**config.mk**
```make
export PLATFORM = sky130hd
export DESIGN_NAME = dhcp_classless_route_parser_unit
export DESIGN_NICKNAME = d
export VERILOG_FILES = /design/src/design/crp_pkg.sv /design/src/design/dhcp_classless_route_parser_unit.sv /design/src/design/crp_gw_filter.sv /design/src/design/crp_parser.sv
export SDC_FILE = /design/constraint.sdc
export NUM_CORES = 1
export LEC_CHECK = 0
export BUFFER_PORTS_ARGS = -buffer_cell sky130_fd_sc_hd__buf_4
export CAP_MARGIN = 20
export CORE_MARGIN = 2
export CORE_UTILIZATION = 56
export CTS_BUF_LIST = sky130_fd_sc_hd__clkbuf_4 sky130_fd_sc_hd__clkbuf_8
export DETAILED_ROUTE_END_ITERATION = 7
export HOLD_SLACK_MARGIN = 0.1
export PLACE_DENSITY = 0.78
export SLEW_MARGIN = 20
export SYNTH_ARGS = -nofsm -noshare
export SYNTH_HDL_FRONTEND = slang
export SYNTH_SLANG_ARGS = --single-unit
```
**constraint.sdc**
```tcl
create_clock -name clk -period 5.4 [get_ports clk]
set_input_delay 0.27 -clock clk [delete_from_list [all_inputs] [get_ports clk]]
set_output_delay 0.27 -clock clk [all_outputs]
set_load 0.005 [all_outputs]
```
**src/design/crp_pkg.sv**
```systemverilog
// Shared types, codes and helper functions for the classless route parser.
`default_nettype none
package crp_pkg;

  // Parser phase codes
  localparam logic [1:0] PH_PREFIX = 2'd0;
  localparam logic [1:0] PH_DEST   = 2'd1;
  localparam logic [1:0] PH_GW     = 2'd2;
  localparam logic [1:0] PH_STOP   = 2'd3;

  // Status codes
  localparam logic [1:0] ST_OK     = 2'd0;
  localparam logic [1:0] ST_PREFIX = 2'd1;
  localparam logic [1:0] ST_TRUNC  = 2'd2;

  // Configuration register indexes
  localparam logic [1:0] CFG_IFACE_ADDR = 2'd0;
  localparam logic [1:0] CFG_IFACE_MASK = 2'd1;
  localparam logic [1:0] CFG_BCAST_EN   = 2'd2;

  localparam logic [5:0] MAX_PREFIX = 6'd32;
  localparam logic [5:0] COUNT_MAX  = 6'd63;
  localparam logic [2:0] GW_OCTETS  = 3'd4;

  typedef struct packed {
    logic [31:0] iface_addr;
    logic [31:0] iface_mask;
    logic        broadcast_enable;
  } cfg_t;

  typedef struct packed {
    logic [7:0] data_byte;
    logic       first_byte;
    logic       last_byte;
  } item_t;

  typedef struct packed {
    logic        route_valid;
    logic [31:0] dest_addr;
    logic [5:0]  prefix_length;
    logic [31:0] gateway_addr;
    logic        clear_routes;
    logic        option_done;
    logic [5:0]  route_count;
    logic [1:0]  status;
  } result_t;

  // Destination octets carried for a prefix length of 0 to 32
  function automatic logic [2:0] octets_for(input logic [5:0] p);
    logic [6:0] s;
    s = {1'b0, p} + 7'd7;
    return s[5:3];
  endfunction

  // Network mask for a prefix length
  function automatic logic [31:0] mask_for(input logic [5:0] p);
    logic [31:0] m;
    if (p == 6'd0) begin
      m = 32'h0;
    end else if (p >= MAX_PREFIX) begin
      m = 32'hFFFF_FFFF;
    end else begin
      m = 32'hFFFF_FFFF << (MAX_PREFIX - p);
    end
    return m;
  endfunction

endpackage
`default_nettype wire

```
**src/design/dhcp_classless_route_parser_unit.sv**
```systemverilog
// Top level: DHCP option 121 classless route parser with stream ports.
// An accepted byte is held in the input register, then its result in the result register.
// Throughput: one byte per cycle; the input register and result register
// advance together whenever the result register is empty or being taken.
// Reset (rst_n low, synchronous): both stages empty, parser at prefix phase,
// iface_addr and iface_mask 0, broadcast_enable 1.
`default_nettype none
module dhcp_classless_route_parser_unit (
  input  wire         clk,
  input  wire         rst_n,
  input  wire         in_tvalid,
  output logic        in_tready,
  input  wire  [7:0]  in_tdata,   // [7:0] data_byte
  input  wire         in_tuser,   // [0] first_byte
  input  wire         in_tlast,   // last_byte
  output logic        out_tvalid,
  input  wire         out_tready,
  output logic [79:0] out_tdata,  // [31:0] dest_addr, [37:32] prefix_length,
                                  // [69:38] gateway_addr, [75:70] route_count,
                                  // [77:76] status, [79:78] zero
  output logic [1:0]  out_tuser,  // [0] route_valid, [1] clear_routes
  output logic        out_tlast,  // option_done
  input  wire         cfg_we,
  input  wire  [1:0]  cfg_index,
  input  wire  [31:0] cfg_wdata
);

  crp_pkg::cfg_t    cfg_r;
  crp_pkg::item_t   item_r;
  crp_pkg::result_t res;
  crp_pkg::result_t res_r;
  logic             in_v_r;
  logic             out_v_r;
  logic             advance;
  logic             step;

  assign advance   = !out_v_r || out_tready;
  assign step      = advance && in_v_r;
  assign in_tready = !in_v_r || advance;

  // Configuration writes
  always_ff @(posedge clk) begin
    if (!rst_n) begin
      cfg_r.iface_addr       <= 32'h0;
      cfg_r.iface_mask       <= 32'h0;
      cfg_r.broadcast_enable <= 1'b1;
    end else if (cfg_we) begin
      case (cfg_index)
        crp_pkg::CFG_IFACE_ADDR: cfg_r.iface_addr       <= cfg_wdata;
        crp_pkg::CFG_IFACE_MASK: cfg_r.iface_mask       <= cfg_wdata;
        crp_pkg::CFG_BCAST_EN:   cfg_r.broadcast_enable <= cfg_wdata[0];
        default: begin
        end
      endcase
    end
  end

  // Input register
  always_ff @(posedge clk) begin
    if (!rst_n) begin
      in_v_r <= 1'b0;
    end else if (in_tready) begin
      in_v_r <= in_tvalid;
    end
  end

  always_ff @(posedge clk) begin
    if (in_tready && in_tvalid) begin
      item_r.data_byte  <= in_tdata;
      item_r.first_byte <= in_tuser;
      item_r.last_byte  <= in_tlast;
    end
  end

  crp_parser u_parser (
    .clk    (clk),
    .rst_n  (rst_n),
    .step   (step),
    .item   (item_r),
    .cfg    (cfg_r),
    .result (res)
  );

  // Result register
  always_ff @(posedge clk) begin
    if (!rst_n) begin
      out_v_r <= 1'b0;
    end else if (advance) begin
      out_v_r <= in_v_r;
    end
  end

  always_ff @(posedge clk) begin
    if (step) begin
      res_r <= res;
    end
  end

  // Pack the result transaction
  assign out_tvalid = out_v_r;
  assign out_tdata  = {2'b00, res_r.status, res_r.route_count, res_r.gateway_addr,
                       res_r.prefix_length, res_r.dest_addr};
  assign out_tuser  = {res_r.clear_routes, res_r.route_valid};
  assign out_tlast  = res_r.option_done;

endmodule
`default_nettype wire

```
**src/design/crp_gw_filter.sv**
```systemverilog
// Gateway filter: flags multicast, all-ones and subnet broadcast gateways.
`default_nettype none
module crp_gw_filter (
  input  wire crp_pkg::cfg_t cfg,
  input  wire logic [31:0]   gateway,
  output logic               reject
);

  logic [31:0] host;
  logic        mcast;
  logic        all_ones;
  logic        subnet_bcast;

  // Classify the completed gateway
  always_comb begin
    host         = ~cfg.iface_mask;
    mcast        = (gateway[31:28] == 4'hE);
    all_ones     = (gateway == 32'hFFFF_FFFF);
    subnet_bcast = cfg.broadcast_enable && (gateway != cfg.iface_addr) &&
                   ((gateway & cfg.iface_mask) == (cfg.iface_addr & cfg.iface_mask)) &&
                   ((gateway & host) == host);
    reject       = mcast || all_ones || subnet_bcast;
  end

endmodule
`default_nettype wire

```
**src/design/crp_parser.sv**
```systemverilog
// Byte parser: holds the entry state and computes one result per byte.
`default_nettype none
module crp_parser (
  input  wire                  clk,
  input  wire                  rst_n,
  input  wire logic            step,
  input  wire crp_pkg::item_t  item,
  input  wire crp_pkg::cfg_t   cfg,
  output crp_pkg::result_t     result
);

  logic [1:0]  phase_r, phase_nxt;
  logic [5:0]  prefix_r, prefix_nxt;
  logic [2:0]  left_r, left_nxt;
  logic [31:0] dest_r, dest_nxt;
  logic [31:0] gw_r, gw_nxt;
  logic [5:0]  count_r, count_nxt;
  logic [1:0]  err_r, err_nxt;

  logic [1:0]  phase_cur;
  logic [31:0] gw_full;
  logic [2:0]  left_dec;
  logic [2:0]  lane_diff;
  logic        reject;

  crp_gw_filter u_filter (
    .cfg     (cfg),
    .gateway (gw_full),
    .reject  (reject)
  );

  // Next state and result for the byte in hand
  always_comb begin
    gw_full   = {gw_r[23:0], item.data_byte};
    left_dec  = left_r - 3'd1;
    lane_diff = crp_pkg::octets_for(prefix_r) - left_r;

    phase_cur  = item.first_byte ? crp_pkg::PH_PREFIX : phase_r;
    count_nxt  = item.first_byte ? 6'd0 : count_r;
    err_nxt    = item.first_byte ? crp_pkg::ST_OK : err_r;
    phase_nxt  = phase_cur;
    prefix_nxt = prefix_r;
    left_nxt   = left_r;
    dest_nxt   = dest_r;
    gw_nxt     = gw_r;

    result               = '0;
    result.clear_routes  = item.first_byte;
    result.option_done   = item.last_byte;

    case (phase_cur)
      crp_pkg::PH_PREFIX: begin
        if (item.data_byte > {2'b00, crp_pkg::MAX_PREFIX}) begin
          err_nxt   = crp_pkg::ST_PREFIX;
          phase_nxt = crp_pkg::PH_STOP;
        end else begin
          prefix_nxt = item.data_byte[5:0];
          dest_nxt   = 32'h0;
          gw_nxt     = 32'h0;
          if (item.data_byte == 8'd0) begin
            left_nxt  = crp_pkg::GW_OCTETS;
            phase_nxt = crp_pkg::PH_GW;
          end else begin
            left_nxt  = crp_pkg::octets_for(item.data_byte[5:0]);
            phase_nxt = crp_pkg::PH_DEST;
          end
        end
      end
      crp_pkg::PH_DEST: begin
        // Place the octet in its lane, first octet on top
        case (lane_diff[1:0])
          2'd0:    dest_nxt[31:24] = item.data_byte;
          2'd1:    dest_nxt[23:16] = item.data_byte;
          2'd2:    dest_nxt[15:8]  = item.data_byte;
          default: dest_nxt[7:0]   = item.data_byte;
        endcase
        left_nxt = left_dec;
        if (left_dec == 3'd0) begin
          left_nxt  = crp_pkg::GW_OCTETS;
          phase_nxt = crp_pkg::PH_GW;
        end
      end
      crp_pkg::PH_GW: begin
        gw_nxt   = gw_full;
        left_nxt = left_dec;
        if (left_dec == 3'd0) begin
          phase_nxt = crp_pkg::PH_PREFIX;
          if (!reject) begin
            result.route_valid   = 1'b1;
            result.prefix_length = prefix_r;
            result.dest_addr     = dest_r & crp_pkg::mask_for(prefix_r);
            result.gateway_addr  = gw_full;
            if (count_nxt < crp_pkg::COUNT_MAX) begin
              count_nxt = count_nxt + 6'd1;
            end
          end
        end
      end
      default: begin
      end
    endcase

    // Close the option; a partial entry is a truncation
    if (item.last_byte) begin
      if (phase_nxt == crp_pkg::PH_DEST || phase_nxt == crp_pkg::PH_GW) begin
        err_nxt = crp_pkg::ST_TRUNC;
      end
      phase_nxt = crp_pkg::PH_STOP;
    end

    result.route_count = count_nxt;
    result.status      = err_nxt;
  end

  // Control state
  always_ff @(posedge clk) begin
    if (!rst_n) begin
      phase_r <= crp_pkg::PH_PREFIX;
      count_r <= 6'd0;
      err_r   <= crp_pkg::ST_OK;
      left_r  <= 3'd0;
    end else if (step) begin
      phase_r <= phase_nxt;
      count_r <= count_nxt;
      err_r   <= err_nxt;
      left_r  <= left_nxt;
    end
  end

  // Entry accumulators
  always_ff @(posedge clk) begin
    if (!rst_n) begin
      prefix_r <= 6'd0;
      dest_r   <= 32'h0;
      gw_r     <= 32'h0;
    end else if (step) begin
      prefix_r <= prefix_nxt;
      dest_r   <= dest_nxt;
      gw_r     <= gw_nxt;
    end
  end

endmodule
`default_nettype wire

```
* After elaboration in Yosys (flattened, before gate mapping)
Cells that the tools add are included. Widths: inputs -> output; s select.
Storage, ports and cells: latch bits 0, memory bits (writable) 0, output and inout port bits 85, input bits 49, memories 0, logic and storage cells 130, memory bits (read-only) 0, flip-flop bits (word level) 233
Cells by class: $lt $le $gt $ge 3, equality and inequality tests 18, reduce and logical (&&, ||, !) cells 34, shift-type cells 1, add/subtract/negate cells 6, $mul 0, mux-type cells 34, div/mod/pow operators 0, bitwise operators 8
Operators with widths (number):
- $mux 32 | 6
- $and 32x32->32 | 4
- $mux 71 | 1
- $eq 32x32->1 | 2
- $pmux 32 s2 | 1
- $pmux 24 s2 | 1
- $eq 32x32->1 const B | 1
- $mux 8 | 4
- $ne 32x32->1 | 1
- $not 32->32 | 1
- $shl 32x6->32 const A | 1
- $mux 6 | 5
- $mux 2 | 11
- $reduce_and 4->1 | 4
- $ne 2x2->1 const B | 5
- $mux 3 | 3
- $pmux 3 s3 | 1
- $reduce_and 3->1 | 3
- $eq 2x1->1 const B | 4
- $eq 2x2->1 const B | 4
- $gt 8x6->1 const B | 1
- $logic_not 8->1 | 1
- $reduce_and 2->1 | 4
- $add 6x1->6 const B | 1
- other kinds (19) | 34

* Longest topological paths before layout
depth in word-level cells 10, mapped depth 12, depth with buffers taken out 11

* Hierarchy
Synthesis repeated with hierarchy kept, for this count alone.
Second synthesis, totals: cells, all modules 1006, area total of the unflattened synthesis 10428.8 um^2
Modules (own cells, without submodules):
- dhcp_classless_route_parser_unit | area each 5370.2 um^2, cells an instance 353, times used 1
- crp_parser | area each 4321.6 um^2, cells an instance 552, times used 1
- crp_gw_filter | area each 737.0 um^2, cells an instance 101, times used 1

* Worst setup path before layout
OpenSTA, ideal clock, no wires.
kind register -> register, from register out_v_r, in the netlist out_tvalid, to register u_parser.err_r[0], slack 1482 ps, required time 5287 ps, cell stages (with the launch flop) 8, data arrival time 3805 ps, period minus slack after synthesis 3918 ps, cell sequence dfxtp_1 -> nor2b_1 -> nand2b_1 -> inv_1 -> clkbuf_1 -> nand2_1 -> o21ai_0 -> o2bb2ai_1
Between the ends: word-level cells in the longest chain between the ends 3
Ends and longest elaborated chain:
- start, declared | line dhcp_classless_route_parser_unit.sv:33 | logic out_v_r;
- start signal, assigned | line dhcp_classless_route_parser_unit.sv:89 | out_v_r <= in_v_r;
- $logic_not 1->1 | line dhcp_classless_route_parser_unit.sv:37 | assign advance = !out_v_r || out_tready;
- $logic_or 1x1->1 | line dhcp_classless_route_parser_unit.sv:37
- $logic_and 1x1->1 | line dhcp_classless_route_parser_unit.sv:38 | assign step = advance && in_v_r;
- via step | line dhcp_classless_route_parser_unit.sv:35 | logic step;
- end signal, assigned | line crp_parser.sv:120 | err_r <= crp_pkg::ST_OK;
- end signal, assigned | line crp_parser.sv:125 | err_r <= err_nxt;
- end, declared | line crp_parser.sv:18 | logic [1:0] err_r, err_nxt;
The timed path passes the listed nets, and every way through them passes these cells. A chain may end at the register's enable or synchronous reset.

* Worst setup path in the final report
from input out_tready, to register u_parser.dest_r[16]
Between the ends: word-level cells in the longest chain between the ends 3
Ends and longest elaborated chain:
- start, declared | line dhcp_classless_route_parser_unit.sv:17 | input wire out_tready,
- $logic_or 1x1->1 | line dhcp_classless_route_parser_unit.sv:37
- $logic_and 1x1->1 | line dhcp_classless_route_parser_unit.sv:38
- $reduce_and 4->1 (no line)
- end signal, assigned | line crp_parser.sv:138 | dest_r <= dest_nxt;
- end, declared | line crp_parser.sv:15 | logic [31:0] dest_r, dest_nxt;
No other way between the ends.

==> summary.txt <==
WP data required: 5.81 ns
Cell Area, Synth: 10200 um2
global-route usage over all layers: 28.1%
Synth area leaders: dfxtp_1 (28%), edfxtp_1 (27%), nand2_1 (7.2%)
number of enable flip-flop cells after synthesis: 91
register bit count reported by yosys: 233
hold path depth: 5
DP Area: 11200 um2
CP Cell Sequence: dlygate4sd3_1 > buf_4 > nor2b_1 > nand2b_1 > clkinv_2 > nand3_1 > buf_4 > nand2_1 > nand2_1 > mux2i_1 > nor2_1
port buffer count: 131
synth warn: 0
Final Cycle Share: 64.4%
Resized cells post-CTS: 0
asr flop ratio synth: 0%
Leak Pwr: 4.83 nW
NetSw: 0.889 mW
Seq/Total Area, Yosys: 54.7%
nets@finish: 1287
postcts setup bufs: 0
slew of the pin with the lowest slew margin: 0.950 ns
worst r2r dst: u_parser.dest_r[16]
Final Wtd Congestion: 0.950
gr busiest metal: met2
worst relative slew slack: 36.7%
CP Max Fanout: 40
initial antenna violation count: 0
cell area after layout: 12500 um2
Clock Latency Late Sink: 0.55 ns
Die Ht: 139 um
synthesized instance count: 1068
Final min period: 3.48 ns
CTS H-Tree Depth: 2
Final Max Tran Viols: 0
Peak VDD IR: 0.206 mV
Crit Path Class: input pin to register
critical path arrival: 3.88 ns
combinational group share of total power: 7.1%
number of global-route vias before repair: 8189
Post-DRT Antenna Nets: 0
crit-path max cell delay: 0.70 ns
drt drc: 0
final hold violation count: 0
GR Util met3: 4.04%
MaxCap Viol Count: 0
vias: 8471
TritonCTS clock tree: done
drt wl/cell: 18.5 um
first-pass GRT wire length: 43600 um
area grow syn2layout: 22.3%
Remaining Overflow, GRT: 0
met1 Usage GRT: 40.0%
P per Cell Area: 302 nW/um2
Critical Path Start Type: input pin
Reg power frac: 50.9%
DIE AREA: 19300 um2
critical path buffer and inverter count: 4
Post-Route Utilization: 69.7%
Yosys top cell by area: dfxtp_1
# IOs: 134
Hold Path End: cfg_r[37]
Ant. Diodes: 0
Clk Tree Root Cell: clkbuf_8
Synth Flop Type: dfxtp_1
Crit-path slowest cell: clkinv_2
Net Sw Frac: 23.6%
total negative slack: 0 ns
CTS max path bufs: 3
Clock Pin Slew Worst Setup and Hold Paths: 0.07 ns
clock buffer count from CTS: 38
Internal: 2.87 mW
area share of the largest cell type after synthesis: 27.9%
Avg Inst Size Synth: 9.55 um2
hold crit path type: input pin to register
CP top delay family: buffers and inverters
reg-to-reg startpoint: out_tvalid
Critical Path End Type: register
RSZ-0062 raised after global routing: false
layout cells sized above 1: 17.8%
fmax: 288 MHz
clock sink count: 233
number of fill cells: 1363
DR iter-0 viols: 839
core area: 17900 um2
die width: 139 um
vias per inst: 5.71
Clock Skews: 0.0339 ns
wirelength, routed: 27400 um
Setup violations, final: 0
Worst Reg-to-Reg Cells: 9
reg-to-reg slack, setup: 1.99 ns
Initial Utilization: 57.0%
DR pass1 iterations: 6
Cell Rows: 49
met2 Usage GRT: 44.9%
HPWL after DPL: 17700 um
library cells used by synthesis: 61
clock network power share: 42.0%
Hold Path Origin: cfg_index[0]
largest net degree at the start of global routing: 91
outcome: finished, final reports clean
-- through the flow --
step / worst slack [ns] / cells / power, mW / hold WS [ns]
6_report: 1.92 / 1484 / 3.76 / 0.337
5_1_grt: 1.66 / 1484 / 3.88 / 0.346
4_1_cts: 2.01 / 1484 / 3.78 / 0.307
3_5_place_dp: 1.99 / 1368 / 2.19 / 0.449
3_3_place_gp: 2.09 / 1368 / 2.18 / 0.449
2_1_floorplan: 1.48 / 1069 / 2.08 / 0.369
-- state kept, by name, summed over array words and instances (netlist names) --
name               cells
cfg_r                 65
in_v_r                 1
item_r                10
out_tdata             78
out_tlast              1
out_tuser              2
out_tvalid             1
u_parser.count_r       6
u_parser.dest_r       32
u_parser.err_r         2
u_parser.gw_r         24
u_parser.left_r        3
u_parser.phase_r       2
u_parser.prefix_r      6
-- worst reg2reg max path: cells and delay by family (launching register included) --
kind | cells | cell delay (ns)
and+or+nand+nor | 6 | 1.62
buffers and inverters | 2 | 1.07
DFF | 1 | 0.33
muxes | 1 | 0.26
-- cell type report --
cell class	instances	area, um2	area share (%)
inverter	17	66.3	0.532
clock inverter	12	91.3	0.732
multi-input combinational	751	4250	34.1
sequential	233	5580	44.7
tap	229	287	2.30
clock buffer	57	697	5.59
timing repair buffer	185	1510	12.1
-- repair_timing --
| action | CTS | global route |
|---|---|---|
| hold endpoints to repair | 82 | 0 |
| hold buffers | 47 | 0 |
| setup endpoints to repair | 0 | 0 |
-- how the worst max path moves through the flow --
stage,slack (ns),from,endpoint,cells past startpoint
2_1_floorplan,1.48,out_tvalid,u_parser.err_r[0],7
3_3_place_gp,2.09,item_r[1],out_tdata[6],9
3_5_place_dp,1.99,out_tready,u_parser.dest_r[22],10
4_1_cts,2.01,out_tready,u_parser.dest_r[22],11
5_1_grt,1.66,out_tready,u_parser.dest_r[22],11
6_report,1.92,out_tready,u_parser.dest_r[16],11
-- cells in the final DEF (no fill, tap or decap), drive strengths merged, types with 3 or more instances in the layout --
| cell | instances |
|---|---|
| buf | 138 |
| nand2 | 196 |
| edfxtp | 91 |
| a22oi | 12 |
| inv | 15 |
| dfxtp | 142 |
| clkbuf | 57 |
| or4 | 3 |
| a21oi | 117 |
| a31oi | 6 |
| o22ai | 16 |
| a41o | 3 |
| nand3 | 38 |
| nand2b | 10 |
| a211oi | 5 |
| ha | 12 |
| nor2b | 10 |
| o21ai | 39 |
| nor4 | 11 |
| and4 | 3 |
| xnor2 | 10 |
| dlygate4sd3 | 47 |
| nor3b | 8 |
| xor2 | 34 |
| and2 | 54 |
| nand4 | 12 |
| mux2i | 35 |
| o211ai | 4 |
| nor2 | 78 |
| clkinv | 12 |
| and3 | 5 |
| nor3 | 7 |
-- power by group through the flow --
stage	registers [mW]	logic, mW	clock network (mW)
after floorplan	1.94	0.141	0
after detailed placement	1.95	0.236	0
after global routing	1.92	0.292	1.67
final	1.92	0.268	1.58
after CTS	1.91	0.264	1.60
after global placement	1.95	0.233	0
-- Yosys cell counts, types with 12 or more instances --
| master | n |
|---|---|
| nor2_1 | 78 |
| mux2i_1 | 35 |
| nand3_1 | 38 |
| o21ai_0 | 36 |
| ha_1 | 12 |
| dfxtp_1 | 142 |
| a22oi_1 | 12 |
| nand4_1 | 12 |
| xor2_1 | 34 |
| o22ai_1 | 15 |
| edfxtp_1 | 91 |
| a21oi_1 | 114 |
| nand2_1 | 196 |
| and2_1 | 54 |
| inv_1 | 15 |
| clkbuf_1 | 47 |
-- cell families after synthesis --
kind of cell,Yosys count,share of synthesized area [%]
AOI/OAI and AO/OA,216,12.7
muxes,35,3.43
buffers and inverters,85,3.75
other,1,0.0368
xor gates and xnor gates,44,3.78
and+or+nand+nor,442,20.2
adders and majority gates,12,1.47
DFF,233,54.7
-- per-layer routing --
layer / part of all wire [%] / up-vias
met5: 0 / -
met4: 1.5 / 0
met3: 7.6 / 35
met2: 47 / 380
met1: 44 / 4029
li1: - / 4027
Note: power is estimated with default switching activity, not from simulation.
